**src/rtl/core/sbtm_pkg.sv**
```systemverilog
package sbtm_pkg;

  localparam int ROUNDS     = 10;
  localparam int ROUND_W    = 4;
  localparam int TRIM_SHIFT = 3;
  localparam int SAMPLE_W   = 12;
  localparam int SLOT_W     = 4;
  localparam int MEAN_W     = 12;

  localparam logic OP_SAMPLE = 1'b0;
  localparam logic OP_READ   = 1'b1;

  typedef enum logic [2:0] {
    ST_IDLE,
    ST_READ,
    ST_DRAIN,
    ST_TRIM_LO,
    ST_TRIM_HI
  } seq_state_t;

  typedef enum logic [2:0] {
    ACC_NONE,
    ACC_LOAD,
    ACC_ADD,
    ACC_SUB_LO,
    ACC_SUB_HI
  } acc_op_t;

  typedef struct packed {
    logic idle;
    logic done;
  } seq_status_t;

endpackage

```
**src/rtl/core/sbtm_store.sv**
```systemverilog
module sbtm_store #(
  parameter int DEPTH  = 90,
  parameter int DATA_W = 12,
  parameter int ADDR_W = 7
) (
  input  logic              clk,
  input  logic              rst,
  input  logic              wr_en,
  input  logic [DATA_W-1:0] wr_data,
  input  logic              rd_en,
  input  logic [ADDR_W-1:0] rd_addr,
  output logic [DATA_W-1:0] rd_data
);

  logic [DATA_W-1:0] mem [DEPTH];
  logic [ADDR_W-1:0] wpos;
  logic              filled;
  logic [DATA_W-1:0] rd_q;
  logic              rd_valid;

  // entries below the write position, or all once wrapped, hold written data
  always_ff @(posedge clk) begin
    if (rst) begin
      wpos   <= '0;
      filled <= 1'b0;
    end else if (wr_en) begin
      if (wpos == ADDR_W'(DEPTH - 1)) begin
        wpos   <= '0;
        filled <= 1'b1;
      end else begin
        wpos <= wpos + 1'b1;
      end
    end
  end

  always_ff @(posedge clk) begin
    if (wr_en) begin
      mem[wpos] <= wr_data;
    end
  end

  always_ff @(posedge clk) begin
    if (rd_en) begin
      rd_q     <= mem[rd_addr];
      rd_valid <= filled || (rd_addr < wpos);
    end
  end

  assign rd_data = rd_valid ? rd_q : '0;

endmodule

```
**src/rtl/core/sbtm_accum.sv**
```systemverilog
module sbtm_accum #(
  parameter int SAMPLE_BITS = 12
) (
  input  logic                      clk,
  input  sbtm_pkg::acc_op_t         op,
  input  logic [SAMPLE_BITS-1:0]    data,
  output logic [sbtm_pkg::MEAN_W-1:0] result
);
  import sbtm_pkg::*;

  localparam int SUM_W = SAMPLE_BITS + ROUND_W;

  logic [SUM_W-1:0]       sum;
  logic [SUM_W-1:0]       sum_next;
  logic [SUM_W-1:0]       base;
  logic [SUM_W-1:0]       opnd;
  logic                   sub;
  logic [SAMPLE_BITS-1:0] lo;
  logic [SAMPLE_BITS-1:0] hi;

  // one shared adder: sum +/- operand
  always_comb begin
    base = sum;
    opnd = SUM_W'(data);
    sub  = 1'b0;
    case (op)
      ACC_LOAD:   base = '0;
      ACC_SUB_LO: begin
        opnd = SUM_W'(lo);
        sub  = 1'b1;
      end
      ACC_SUB_HI: begin
        opnd = SUM_W'(hi);
        sub  = 1'b1;
      end
      default: ;
    endcase
    sum_next = base + (sub ? ~opnd : opnd) + SUM_W'(sub);
  end

  always_ff @(posedge clk) begin
    case (op)
      ACC_LOAD: begin
        sum <= sum_next;
        lo  <= data;
        hi  <= data;
      end
      ACC_ADD: begin
        sum <= sum_next;
        if (data < lo) lo <= data;
        if (data > hi) hi <= data;
      end
      ACC_SUB_LO, ACC_SUB_HI: sum <= sum_next;
      default: ;
    endcase
  end

  assign result = MEAN_W'(sum_next >> TRIM_SHIFT);

endmodule

```
**src/rtl/core/sbtm_seq.sv**
```systemverilog
module sbtm_seq #(
  parameter int CHANNELS = 9,
  parameter int ADDR_W   = 7
) (
  input  logic                        clk,
  input  logic                        rst,
  input  logic                        start,
  input  logic [sbtm_pkg::SLOT_W-1:0] slot,
  output logic                        rd_en,
  output logic [ADDR_W-1:0]           rd_addr,
  output sbtm_pkg::acc_op_t           acc_op,
  output sbtm_pkg::seq_status_t       status
);
  import sbtm_pkg::*;

  seq_state_t         state;
  seq_state_t         state_next;
  logic [ROUND_W-1:0] rnd;
  logic [ADDR_W-1:0]  addr;
  logic               rd_pend;
  logic               rd_first;

  always_comb begin
    state_next = state;
    case (state)
      ST_IDLE:    if (start) state_next = ST_READ;
      ST_READ:    if (rnd == ROUND_W'(ROUNDS - 1)) state_next = ST_DRAIN;
      ST_DRAIN:   state_next = ST_TRIM_LO;
      ST_TRIM_LO: state_next = ST_TRIM_HI;
      ST_TRIM_HI: state_next = ST_IDLE;
      default:    state_next = ST_IDLE;
    endcase
  end

  always_ff @(posedge clk) begin
    if (rst) begin
      state    <= ST_IDLE;
      rd_pend  <= 1'b0;
      rd_first <= 1'b0;
    end else begin
      state    <= state_next;
      rd_pend  <= (state == ST_READ);
      rd_first <= (state == ST_READ) && (rnd == '0);
    end
  end

  // slot of round r sits at r*CHANNELS+slot
  always_ff @(posedge clk) begin
    if (state == ST_IDLE) begin
      rnd  <= '0;
      addr <= ADDR_W'(slot);
    end else if (state == ST_READ) begin
      rnd  <= rnd + 1'b1;
      addr <= addr + ADDR_W'(CHANNELS);
    end
  end

  always_comb begin
    rd_en   = (state == ST_READ);
    rd_addr = addr;
    if (rd_pend) begin
      acc_op = rd_first ? ACC_LOAD : ACC_ADD;
    end else begin
      case (state)
        ST_TRIM_LO: acc_op = ACC_SUB_LO;
        ST_TRIM_HI: acc_op = ACC_SUB_HI;
        default:    acc_op = ACC_NONE;
      endcase
    end
    status.idle = (state == ST_IDLE);
    status.done = (state == ST_TRIM_HI);
  end

endmodule

```
**src/rtl/core/scan_buffer_trimmed_mean_unit.sv**
```systemverilog
// Scan buffer with ten-round trimmed mean. A sample beat (op 0) is taken and
// written at the next position of a circular store of 10*CHANNELS entries.
// A read beat (op 1) for a valid slot walks the ten rounds of that slot
// through the store's single read port, one entry per cycle, into a shared
// add/compare unit; after a drain state and two trim subtractions the result
// is registered, and no input is taken meanwhile. A read for a slot at or
// above CHANNELS returns 0 on the next cycle. Entries not yet written read
// as zero by way of a write-position fill mark, so reset needs no clearing pass.
// The input is also taken while a result waits, if that result leaves at
// the same edge or the beat is a sample.
module scan_buffer_trimmed_mean_unit #(
  parameter int CHANNELS    = 9,
  parameter int SAMPLE_BITS = 12
) (
  input  logic                          clk,
  input  logic                          rst,
  input  logic                          in_valid,
  output logic                          in_stall,
  input  logic                          op,
  input  logic [sbtm_pkg::SAMPLE_W-1:0] sample,
  input  logic [sbtm_pkg::SLOT_W-1:0]   slot,
  output logic                          out_valid,
  input  logic                          out_stall,
  output logic [sbtm_pkg::MEAN_W-1:0]   mean
);
  import sbtm_pkg::*;

  localparam int DEPTH  = ROUNDS * CHANNELS;
  localparam int ADDR_W = $clog2(DEPTH);

  logic                   in_acc;
  logic                   slot_ok;
  logic                   wr_en;
  logic                   start;
  logic                   bad_read;
  logic                   rd_en;
  logic [ADDR_W-1:0]      rd_addr;
  logic [SAMPLE_BITS-1:0] rd_data;
  acc_op_t                acc_op;
  seq_status_t            status;
  logic [MEAN_W-1:0]      result;

  assign in_stall = !status.idle || (out_valid && out_stall && (op == OP_READ));
  assign in_acc   = in_valid && !in_stall;
  assign slot_ok  = {1'b0, slot} < (SLOT_W + 1)'(CHANNELS);
  assign wr_en    = in_acc && (op == OP_SAMPLE);
  assign start    = in_acc && (op == OP_READ) && slot_ok;
  assign bad_read = in_acc && (op == OP_READ) && !slot_ok;

  sbtm_store #(
    .DEPTH  (DEPTH),
    .DATA_W (SAMPLE_BITS),
    .ADDR_W (ADDR_W)
  ) u_store (
    .clk     (clk),
    .rst     (rst),
    .wr_en   (wr_en),
    .wr_data (sample[SAMPLE_BITS-1:0]),
    .rd_en   (rd_en),
    .rd_addr (rd_addr),
    .rd_data (rd_data)
  );

  sbtm_seq #(
    .CHANNELS (CHANNELS),
    .ADDR_W   (ADDR_W)
  ) u_seq (
    .clk     (clk),
    .rst     (rst),
    .start   (start),
    .slot    (slot),
    .rd_en   (rd_en),
    .rd_addr (rd_addr),
    .acc_op  (acc_op),
    .status  (status)
  );

  sbtm_accum #(
    .SAMPLE_BITS (SAMPLE_BITS)
  ) u_accum (
    .clk    (clk),
    .op     (acc_op),
    .data   (rd_data),
    .result (result)
  );

  always_ff @(posedge clk) begin
    if (rst) begin
      out_valid <= 1'b0;
    end else if (bad_read || status.done) begin
      out_valid <= 1'b1;
    end else if (!out_stall) begin
      out_valid <= 1'b0;
    end
  end

  always_ff @(posedge clk) begin
    if (bad_read) begin
      mean <= '0;
    end else if (status.done) begin
      mean <= result;
    end
  end

  a_done_out_free: assert property (@(posedge clk) disable iff (rst)
    status.done |-> !(out_valid && out_stall))
    else $error("result finished while output beat still held");

  a_bad_slot_zero: assert property (@(posedge clk) disable iff (rst)
    bad_read |=> out_valid && (mean == '0))
    else $error("out-of-range slot did not return zero");

  a_no_write_busy: assert property (@(posedge clk) disable iff (rst)
    !status.idle |-> !wr_en && !start)
    else $error("beat taken while sequencer busy");

endmodule
```
**config.mk**
```make
export PLATFORM = sky130hd
export DESIGN_NAME = scan_buffer_trimmed_mean_unit
export DESIGN_NICKNAME = d
export VERILOG_FILES = /design/src/rtl/core/sbtm_pkg.sv /design/src/rtl/core/sbtm_store.sv /design/src/rtl/core/sbtm_accum.sv /design/src/rtl/core/sbtm_seq.sv /design/src/rtl/core/scan_buffer_trimmed_mean_unit.sv
export SDC_FILE = /design/constraint.sdc
export NUM_CORES = 1
export LEC_CHECK = 0
export BUFFER_PORTS_ARGS = -buffer_cell sky130_fd_sc_hd__buf_2
export CAP_MARGIN = 30
export CORE_ASPECT_RATIO = 0.75
export CORE_MARGIN = 2
export CORE_UTILIZATION = 54
export DETAILED_ROUTE_END_ITERATION = 16
export PLACE_DENSITY = 0.68
export SYNTH_ARGS = -nofsm -noshare
export SYNTH_HDL_FRONTEND = slang
export SYNTH_SLANG_ARGS = --single-unit
export TNS_END_PERCENT = 1
```
**constraint.sdc**
```tcl
create_clock -name clk -period 9.5 [get_ports clk]
set_input_delay 1.425 -clock clk [delete_from_list [all_inputs] [get_ports clk]]
set_output_delay 1.425 -clock clk [all_outputs]
set_load 0.01 [all_outputs]
```
======== Word level (Yosys, flattened, before mapping) ========
Memory sizes are Yosys's and may differ from the RTL's. A register that Yosys moved wholly into a read port is not among the register bits.
Cells that the tools add are included.
cells by class
  $add $sub $neg .......................... 5
  order comparisons ....................... 4
  equal/unequal tests ..................... 15
  muxes and demuxes ....................... 22
  bitwise operators ....................... 2
  reduce and logical (&&, ||, !) cells .... 24
operators by type and width
  cell                                                    number
  case mux 12 bit (2 select lines)                        3
  2-to-1 mux 12 bit                                       3
  2-to-1 mux 16 bit                                       2
  adder 16 x 1 -> 16 bit                                  1
  adder 16 bit                                            1
  NOT 12 -> 16 bit                                        1
  equality test 3 x 2 -> 1 bit (second input constant)    4
  > comparator 12 bit                                     1
  less-than comparator 12 bit                             1
  case mux 3 bit (4 select lines)                         1
  2-to-1 mux 3 bit                                        3
  logical AND 1 bit                                       8
  2-to-1 mux 4 bit                                        2
  inequality test 2 x 1 -> 1 bit (second input constant)  4
  AND reduction 2 bit                                     4
  adder 7 x 1 -> 7 bit (second input constant)            1
  adder 7 x 4 -> 7 bit (second input constant)            1
  equality test 7 bit (second input constant)             1
  less-than comparator 7 bit                              1
  2-to-1 mux 7 bit                                        1
  equality test 3 x 1 -> 1 bit (second input constant)    2
  equality test 3 bit (second input constant)             2
  case mux 3 bit (2 select lines)                         1
  2-to-1 mux 1 bit                                        5
  13 further kinds                                        18
word-level totals
  register bits after elaboration ......... 78
  memory bits (writable) .................. 1,080
  input bits .............................. 21
  logic and storage cells ................. 87
  memories kept ........................... 1
memory list
  memory       depth  width  read ports  clocked after memory_dff  write ports  RTL line          text
  u_store.mem  90     12     1           1                         1            sbtm_store.sv:15  logic [DATA_W-1:0] mem [DEPTH];

======== Depth between registers and ports, before layout ========
Gate-level depths: netlist (run 1).
  word-level depth ........................ 9
  mapped depth ............................ 15

======== Hierarchy ========
A second synthesis (run 1) with hierarchy kept.
unflattened totals
  cell total of the unflattened synthesis .. 2,447
  area total of the unflattened synthesis .. 47,414.2 um2
by module, submodules not included
  module                         instances  cells each  area each (um2)
  sbtm_store                     1          1,959       42,727.2
  sbtm_accum                     1          352         3,293.2
  sbtm_seq                       1          82          773.2
  scan_buffer_trimmed_mean_unit  1          54          620.6

======== Least setup slack after synthesis (run 1) ========
OpenSTA, ideal clock, no wires.
  path kind ............................... reg-to-reg
  start ................................... register u_seq.state[0]
  end ..................................... register u_accum.sum[14], data pin
  library setup time ...................... 0.267 ns
  arrival ................................. 3.142 ns
  path slack .............................. 6.091 ns
  stages on the path, launching flop included .. 15
  buffers on the path ..................... 2
  period minus slack after synthesis ...... 3.409 ns
  path through ............................ dfxtp_1 -> clkbuf_1 -> nor2_1 -> nand2_1 -> a21oi_1 -> clkbuf_1 -> nor2_1 -> a221oi_1 -> ha_1 -> o21ai_0 -> a21oi_1 -> a211oi_1 -> a21oi_1 -> a31oi_1 -> xnor2_1
on the way
  longest elaborated chain between the ends .. 9
RTL lines
  what                                                                    RTL line                             text
  from (decl)                                                             sbtm_seq.sv:16                       seq_state_t state;
  from (signal assigned)                                                  sbtm_seq.sv:41                       state <= state_next;
  equality test 3 bit or equality test 3 x 2 -> 1 bit (tied branches)     sbtm_seq.sv:64                       case (state)
  case mux 3 bit (2 select lines) (*)                                     sbtm_seq.sv:64
  2-to-1 mux 3 bit (*)                                                    sbtm_seq.sv:61                       if (rd_pend) begin
  equality test 3 bit or equality test 3 x 2 -> 1 bit (tied branches)     sbtm_accum.sv:26                     case (op)
  case mux 12 bit (2 select lines) or OR reduction 2 bit (tied branches)  -
  NOT 12 -> 16 bit or 2-to-1 mux 1 bit (tied branches)                    sbtm_accum.sv:38, sbtm_accum.sv:26
  2-to-1 mux 16 bit                                                       sbtm_accum.sv:38                     sum_next = base + (sub ? ~opnd : opnd) + SUM_W'(sub);
  adder 16 bit                                                            sbtm_accum.sv:38
  adder 16 x 1 -> 16 bit (*)                                              sbtm_accum.sv:38
  via result[11]                                                          scan_buffer_trimmed_mean_unit.sv:41  logic [MEAN_W-1:0] result;
  to (signal assigned)                                                    sbtm_accum.sv:44                     sum <= sum_next;
  to (signal assigned)                                                    sbtm_accum.sv:49                     sum <= sum_next;
  to (signal assigned)                                                    sbtm_accum.sv:53                     ACC_SUB_LO, ACC_SUB_HI: sum <= sum_next;
  to (decl)                                                               sbtm_accum.sv:13                     logic [SUM_W-1:0] sum;
The timed path passes the listed nets; every way through them passes the cells marked *.
A chain may end at the register's enable or synchronous reset.

==> qor.csv, run 1 <==
stage,metric,value,unit
floorplan,core area,0.08553,mm2
critical_path,Startpoint Class,flip-flop,
floorplan,chip width,342.8,um
hold_path,Hold WC Path Type,flip-flop to flip-flop,
yosys,Synth Register Bits,1169,
place,buffers added on ports,34,
routing,via density per instance,6.326,
routing,final wirelength,107.8,mm
critical_path,Crit. End Element,flip-flop,
cts,CTS root buffer,clkbuf_16,
yosys,Post-Synthesis Cells,2336,
global_routing,GRT overflow,0,
routing,# DRC,0,
pwr,peak supply drop,0.1643,mV
sta,actual slew at the worst max-slew pin,1.048,ns
hold_path,hold endpoint,mean[11],
cts,cts hold-fix bufs,0,
cts,clock latency on the worst-skew pair,0.68,ns
yosys,Post-synth EDFFs,1136,
critical_path,"setup slack, reg-to-reg",5.34,ns
sta,Final Hold Viols,0,
cts,Clock Pin Slew Worst Setup and Hold Paths,0.06,ns
yosys,YS warnings,0,
yosys,post-synth net total,2406,
global_routing,vias in the first global route,23161,
place,hpwl dp,65.92,mm
layout,"non-filler cells, final",3715,
critical_path,critical path data required time,9.90,ns
sta,fin. max-slew vios,0,
sta,Max Fclk,240.3,MHz
sta,Slew HR,29.89,%
layout,Layout area overhead,12.63,%
layout,design area,0.05237,mm2
global_routing,first-pass GRT wire length,157.2,mm
place,global placer's final weighted congestion,0.8802,
sta,Final Setup Violations,0,
routing,1st-pass router iterations,5,
routing,post-route antenna net violation count,0,
cts,H-tree Lvls,3,
cts,cts bufs inserted,107,
cts,Post-CTS Setup Inserts,0,
cts,clock sinks,1169,
critical_path,crit path kind,flip-flop to flip-flop,
global_routing,Tot GR Track Use,24.63,%
hold_path,min-delay src,mean[11],
floorplan,IO Pins,35,
sta,Total Neg Setup Slack,0,ns
yosys,asr flop ratio synth,0,%
floorplan,die height,258.1,um
routing,DR iter-0 viols,3414,
layout,Final nets,2557,
critical_path,Reg2Reg Depth,7,
pwr,total power,10870,uW
sta,RSZ-0062 raised after global routing,false,
run,Max Cap Violations,0,
yosys,ys flop type,edfxtp_1,
floorplan,die area,0.08850,mm2
sta,Final period util,43.80,%
critical_path,reg2reg start,u_seq.rd_addr[0],
yosys,Post-Syn Area,0.04650,mm2
cts,Resized Gates After CTS,0,
layout,share of cells above drive strength 1,23.84,%
cts,CTS tree,built,
hold_path,Min-Delay Path Depth,2,
floorplan,starting density of the core,54.37,%
global_routing,initial antenna violation count,3,
cts,maximum clock path buffer count,3,
place,DP Area,0.04856,mm2
sta,minimum clock period,4.161,ns
place,dpl ws,5.239,ns
sta,setup ws final,5.339,ns
yosys,"Avg Cell Area, Syn",19.91,um2
yosys,sequential-to-total area share from yosys stat,74.78,%
routing,via count,23500,
global_routing,largest net degree at the start of global routing,124,
place,Cells after DPL,3491,
critical_path,worst-path fanout max,113,
critical_path,reg2reg end,u_store.rd_q[7],
critical_path,Arrival @ worst endpoint,4.56,ns
layout,Antenna Cells,0,
yosys,count of different cell masters after synthesis,62,
routing,wire length per cell,29.03,um
sta,Worst Skew,0.01955,ns
floorplan,Cell Rows,93,
run_status,status,finished clean,
pwr,Power Density,207.5,mW/mm2
pwr,Pleak,0.01707,uW
## critical path, stage by stage, from the launching register on
cell	delay [ns]
edfxtp_1	0.37
buf_12	0.50
buf_12	0.69
mux4_2	0.67
mux4_2	0.54
and2_1	0.19
o22ai_1	0.48
a21oi_1	0.08
## sequential cells by signal, summed over array words and instances, names as in the netlist, 3 cells and up
name,flops
u_store.rd_q,12
u_accum.lo,12
u_seq.state,3
u_store.wpos,7
u_accum.sum,15
u_seq.rd_addr,7
u_seq.rnd,4
mean,12
u_store.mem,1080
u_accum.hi,12
## power by group
| part | switching, uW | leakage (uW) | internal, uW |
|---|---|---|---|
| sequential | 13.5 | 0.0105 | 5670 |
| clock | 1860 | 0.00173 | 2500 |
| combinational | 495 | 0.00486 | 329 |
| total | 2370 | 0.0171 | 8500 |
## Yosys cell counts (4+ instances only)
library cell  count  share of area [%]
edfxtp_1       1136                 73
buf_2            33               0.36
nand3_1          15               0.16
and2_1           32               0.43
a21o_1            9               0.15
o21ai_0          35               0.38
mux4_2          269                 13
a31oi_1           4              0.054
inv_1            39               0.31
mux2i_1          96                2.1
nor2_1          166                1.3
xor2_1            6               0.11
mux2_2           24               0.58
buf_1             6              0.048
nor4_1            4              0.054
a22oi_1           8               0.13
nor3_1           12               0.13
o22ai_1          22               0.30
nand2b_1         11               0.15
buf_4            13               0.21
o31ai_1           6              0.097
and3_1            4              0.054
nand4_1           5              0.067
a221oi_1         15               0.28
a211oi_1          7               0.11
ha_1             48                1.3
nand2_1          67               0.54
o221ai_1         20               0.38
nor2b_1           8               0.11
dfxtp_1          33                1.4
xnor2_1          16               0.30
o21a_1            5              0.081
clkbuf_1         64               0.52
a21oi_1          55               0.59
## layout by cell type, fill, tap and decap left out, drive strengths merged, types with 22 or more instances in the layout
master	n
clkinv	46
mux4	269
and2	33
dfxtp	33
nand2	67
ha	48
a21oi	56
mux2	24
clkbuf	128
inv	45
o21ai	35
buf	157
nor2	166
o22ai	22
mux2i	96
edfxtp	1136
## area by class of cell
cell class              count  area [um2]
flip-flops and latches   1169       34770
repair buffers            158        1413
well taps                1140        1426
fillers                  5913       33150
inverters                  39       146.4
clock buffers             127        2774
clock inverters            70       773.2
multi-input cells        1012       11070
## routing by layer
metal	GRT usage, %	routed length, um
met1	37.25	45550
met2	37.06	49670
met3	5.183	10110
met4	6.335	2489
met5	0	27
## worst max path at each step
stage,startpoint,to,slack [ns],cells after the start
2_1_floorplan,u_seq.state[0],u_accum.sum[14],6.09,14
3_3_place_gp,op,u_store.mem[50][0],5.03,5
3_5_place_dp,op,u_store.mem[73][5],5.24,6
4_1_cts,u_seq.rd_addr[0],u_store.rd_q[7],5.40,7
5_1_grt,u_seq.rd_addr[0],u_store.rd_q[7],5.08,7
6_report,u_seq.rd_addr[0],u_store.rd_q[7],5.34,7
## per-stage QoR
| stage | utilization (%) | hold WS [ns] |
|---|---|---|
| final | 61.24 | 0.4506 |
| after global routing | 61.24 | 0.4827 |
| after CTS | 60.92 | 0.4552 |
| after detailed placement | 56.78 | 0.4466 |
| after global placement | 56.00 | 0.4354 |
| after floorplan | - | 0.4380 |
## cells by family after synthesis
family / count (synthesis) / synth area share (%)
AND/OR/NAND/NOR: 340 / 3.315
AO/OA/AOI/OAI: 212 / 3.035
XOR/XNOR: 22 / 0.4144
flip-flops: 1169 / 74.78
adder cells (fa/ha/maj): 49 / 1.335
buffers and inverters: 155 / 1.445
multiplexers: 389 / 15.68
No activity file was read; power rests on OpenSTA's default activity.
==> inputs of run 2 (changes only) <==
==> constraint.sdc (replaced) <==
create_clock -name clk -period 4.01 [get_ports clk]
set_input_delay 0.6015 -clock clk [delete_from_list [all_inputs] [get_ports clk]]
set_output_delay 0.6015 -clock clk [all_outputs]
set_load 0.01 [all_outputs]
==> qor.csv, run 2 (synthesis gave the netlist of run 1 again) <==
stage,metric,value,unit
cts,Resized Gates After CTS,0,
global_routing,Tot GR Track Use,24.42,%
critical_path,critical path data required time,4.53,ns
sta,minimum clock period,3.718,ns
cts,CTS root buffer,clkbuf_16,
layout,Fillers,5943,
layout,"commonest non-fill, non-tap cell in the layout",edfxtp_1,
layout,"Core Util, Final",61.35,%
global_routing,global routing usage on met3,5.418,%
floorplan,Cell Rows,93,
sta,Total Neg Setup Slack,0,ns
global_routing,GRT overflow,0,
layout,Layout area overhead,12.83,%
global_routing,first-pass GRT wire length,157.9,mm
sta,Slew HR,25.14,%
layout,Antenna Cells,0,
cts,Post-CTS Setup Inserts,0,
critical_path,Arrival @ worst endpoint,4.24,ns
layout,Final nets,2594,
sta,setup ws final,0.2921,ns
layout,biggest regs,"u_store.mem (1080), u_accum.sum (15)",
routing,via density per instance,6.256,
routing,via count,23459,
run,Max Cap Violations,0,
pwr,Pleak,0.01719,uW
cts,clock sinks,1169,
sta,RSZ-0062 raised after global routing,false,
place,global placer's final weighted congestion,0.8983,
sta,Final period util,92.72,%
place,dpl ws,0.4136,ns
global_routing,grt peak-use layer,met2,
routing,post-route antenna net violation count,0,
global_routing,initial antenna violation count,1,
global_routing,largest net degree at the start of global routing,91,
sta,actual slew at the worst max-slew pin,1.095,ns
layout,number of flip-flops in the largest register,1080,
layout,share of cells above drive strength 1,25.02,%
routing,1st-pass router iterations,6,
place,buffers added on ports,34,
critical_path,worst-path fanout max,13,
routing,final wirelength,106.3,mm
cts,H-tree Lvls,3,
critical_path,crit path kind,flip-flop to flip-flop,
pwr,Power Density,482.7,mW/mm2
cts,Clock Pin Slew Worst Setup and Hold Paths,0.06,ns
place,hpwl dp,63.80,mm
floorplan,starting density of the core,54.37,%
routing,DR iter-0 viols,2731,
sta,Worst Skew,0.02095,ns
floorplan,IO Pins,35,
layout,largest register by flop count,u_store.mem,
sta,Final Setup Violations,0,
floorplan,die area,0.08850,mm2
sta,Max Fclk,269.0,MHz
cts,clock latency on the worst-skew pair,0.68,ns
run_status,status,finished clean,
global_routing,vias in the first global route,23729,
cts,CTS tree,built,
cts,maximum clock path buffer count,3,
critical_path,Crit. End Element,flip-flop,
floorplan,core area,0.08553,mm2
cts,cts hold-fix bufs,0,
floorplan,chip width,342.8,um
sta,fin. max-slew vios,0,
global_routing,met1 Use GR,36.21,%
routing,wire length per cell,28.36,um
sta,Final Hold Viols,0,
pwr,peak supply drop,0.3987,mV
routing,# DRC,0,
floorplan,die height,258.1,um
cts,cts bufs inserted,106,
critical_path,Startpoint Class,flip-flop,
hold_path,Hold WC Path Type,input pin to flip-flop,
global_routing,met2 usage,37.42,%
pwr,total power,25330,uW
layout,most frequent cells in the layout,"edfxtp_1 (1136), mux4_2 (269), nor2_1 (166), buf_4 (152), clkbuf_16 (111)",
run 2: path summary, 6_finish.rpt:
check                  from   endpoint  slack, ns  cells past startpoint
max          u_seq.state[1]   mean[11]       0.29                     12
min                     rst  out_valid       0.24                      2
max reg2reg  u_seq.state[1]   mean[11]       0.29                     12
min reg2reg         mean[1]    mean[1]       0.45                      2
run 2: final cells by class:
cell class	instances	area [um2]	share of cell area, %
repair buffers	196	1693	3.226
well taps	1140	1426	2.718
inverters	39	146.4	0.2790
multi-input cells	1012	11070	21.09
clock inverters	62	495.5	0.9443
clock buffers	132	2867	5.463
flip-flops and latches	1169	34770	66.27
run 2: through the flow:
step / cell area [um2] / cells / hold WS (ns)
2_1_floorplan: 46500 / 2336 / 0.4380
3_3_place_gp: 48940 / 3549 / 0.4376
3_5_place_dp: 48940 / 3549 / 0.4455
4_1_cts: 52300 / 3743 / 0.2045
5_1_grt: 52470 / 3750 / 0.2242
6_report: 52470 / 3750 / 0.2430
run 2: report_power, final:
| part | total [uW] | switching [uW] | leakage [uW] | internal (uW) |
|---|---|---|---|---|
| Combinational | 2000 | 1180 | 0.00506 | 822 |
| Clock | 9850 | 4340 | 0.00164 | 5510 |
| Sequential | 13500 | 37.7 | 0.0105 | 13400 |
run 2: worst max-delay path, cell delays in order, from the launching register on:
cell       delay [ns]
dfxtp_1          0.57
nand3b_1         0.16
a21oi_1          0.59
nor2_1           0.11
a221oi_1         0.25
ha_1             0.32
o21ai_0          0.24
a21oi_1          0.12
a211oi_1         0.52
a21oi_1          0.19
a31oi_1          0.24
xnor2_1          0.12
o2bb2ai_1        0.14
run 2: per-layer routing:
metal	vias up	routed length, um
met2	1004	49960
li1	9929	-
met1	12360	44700
met4	2	2359
met5	-	14
met3	164	9304
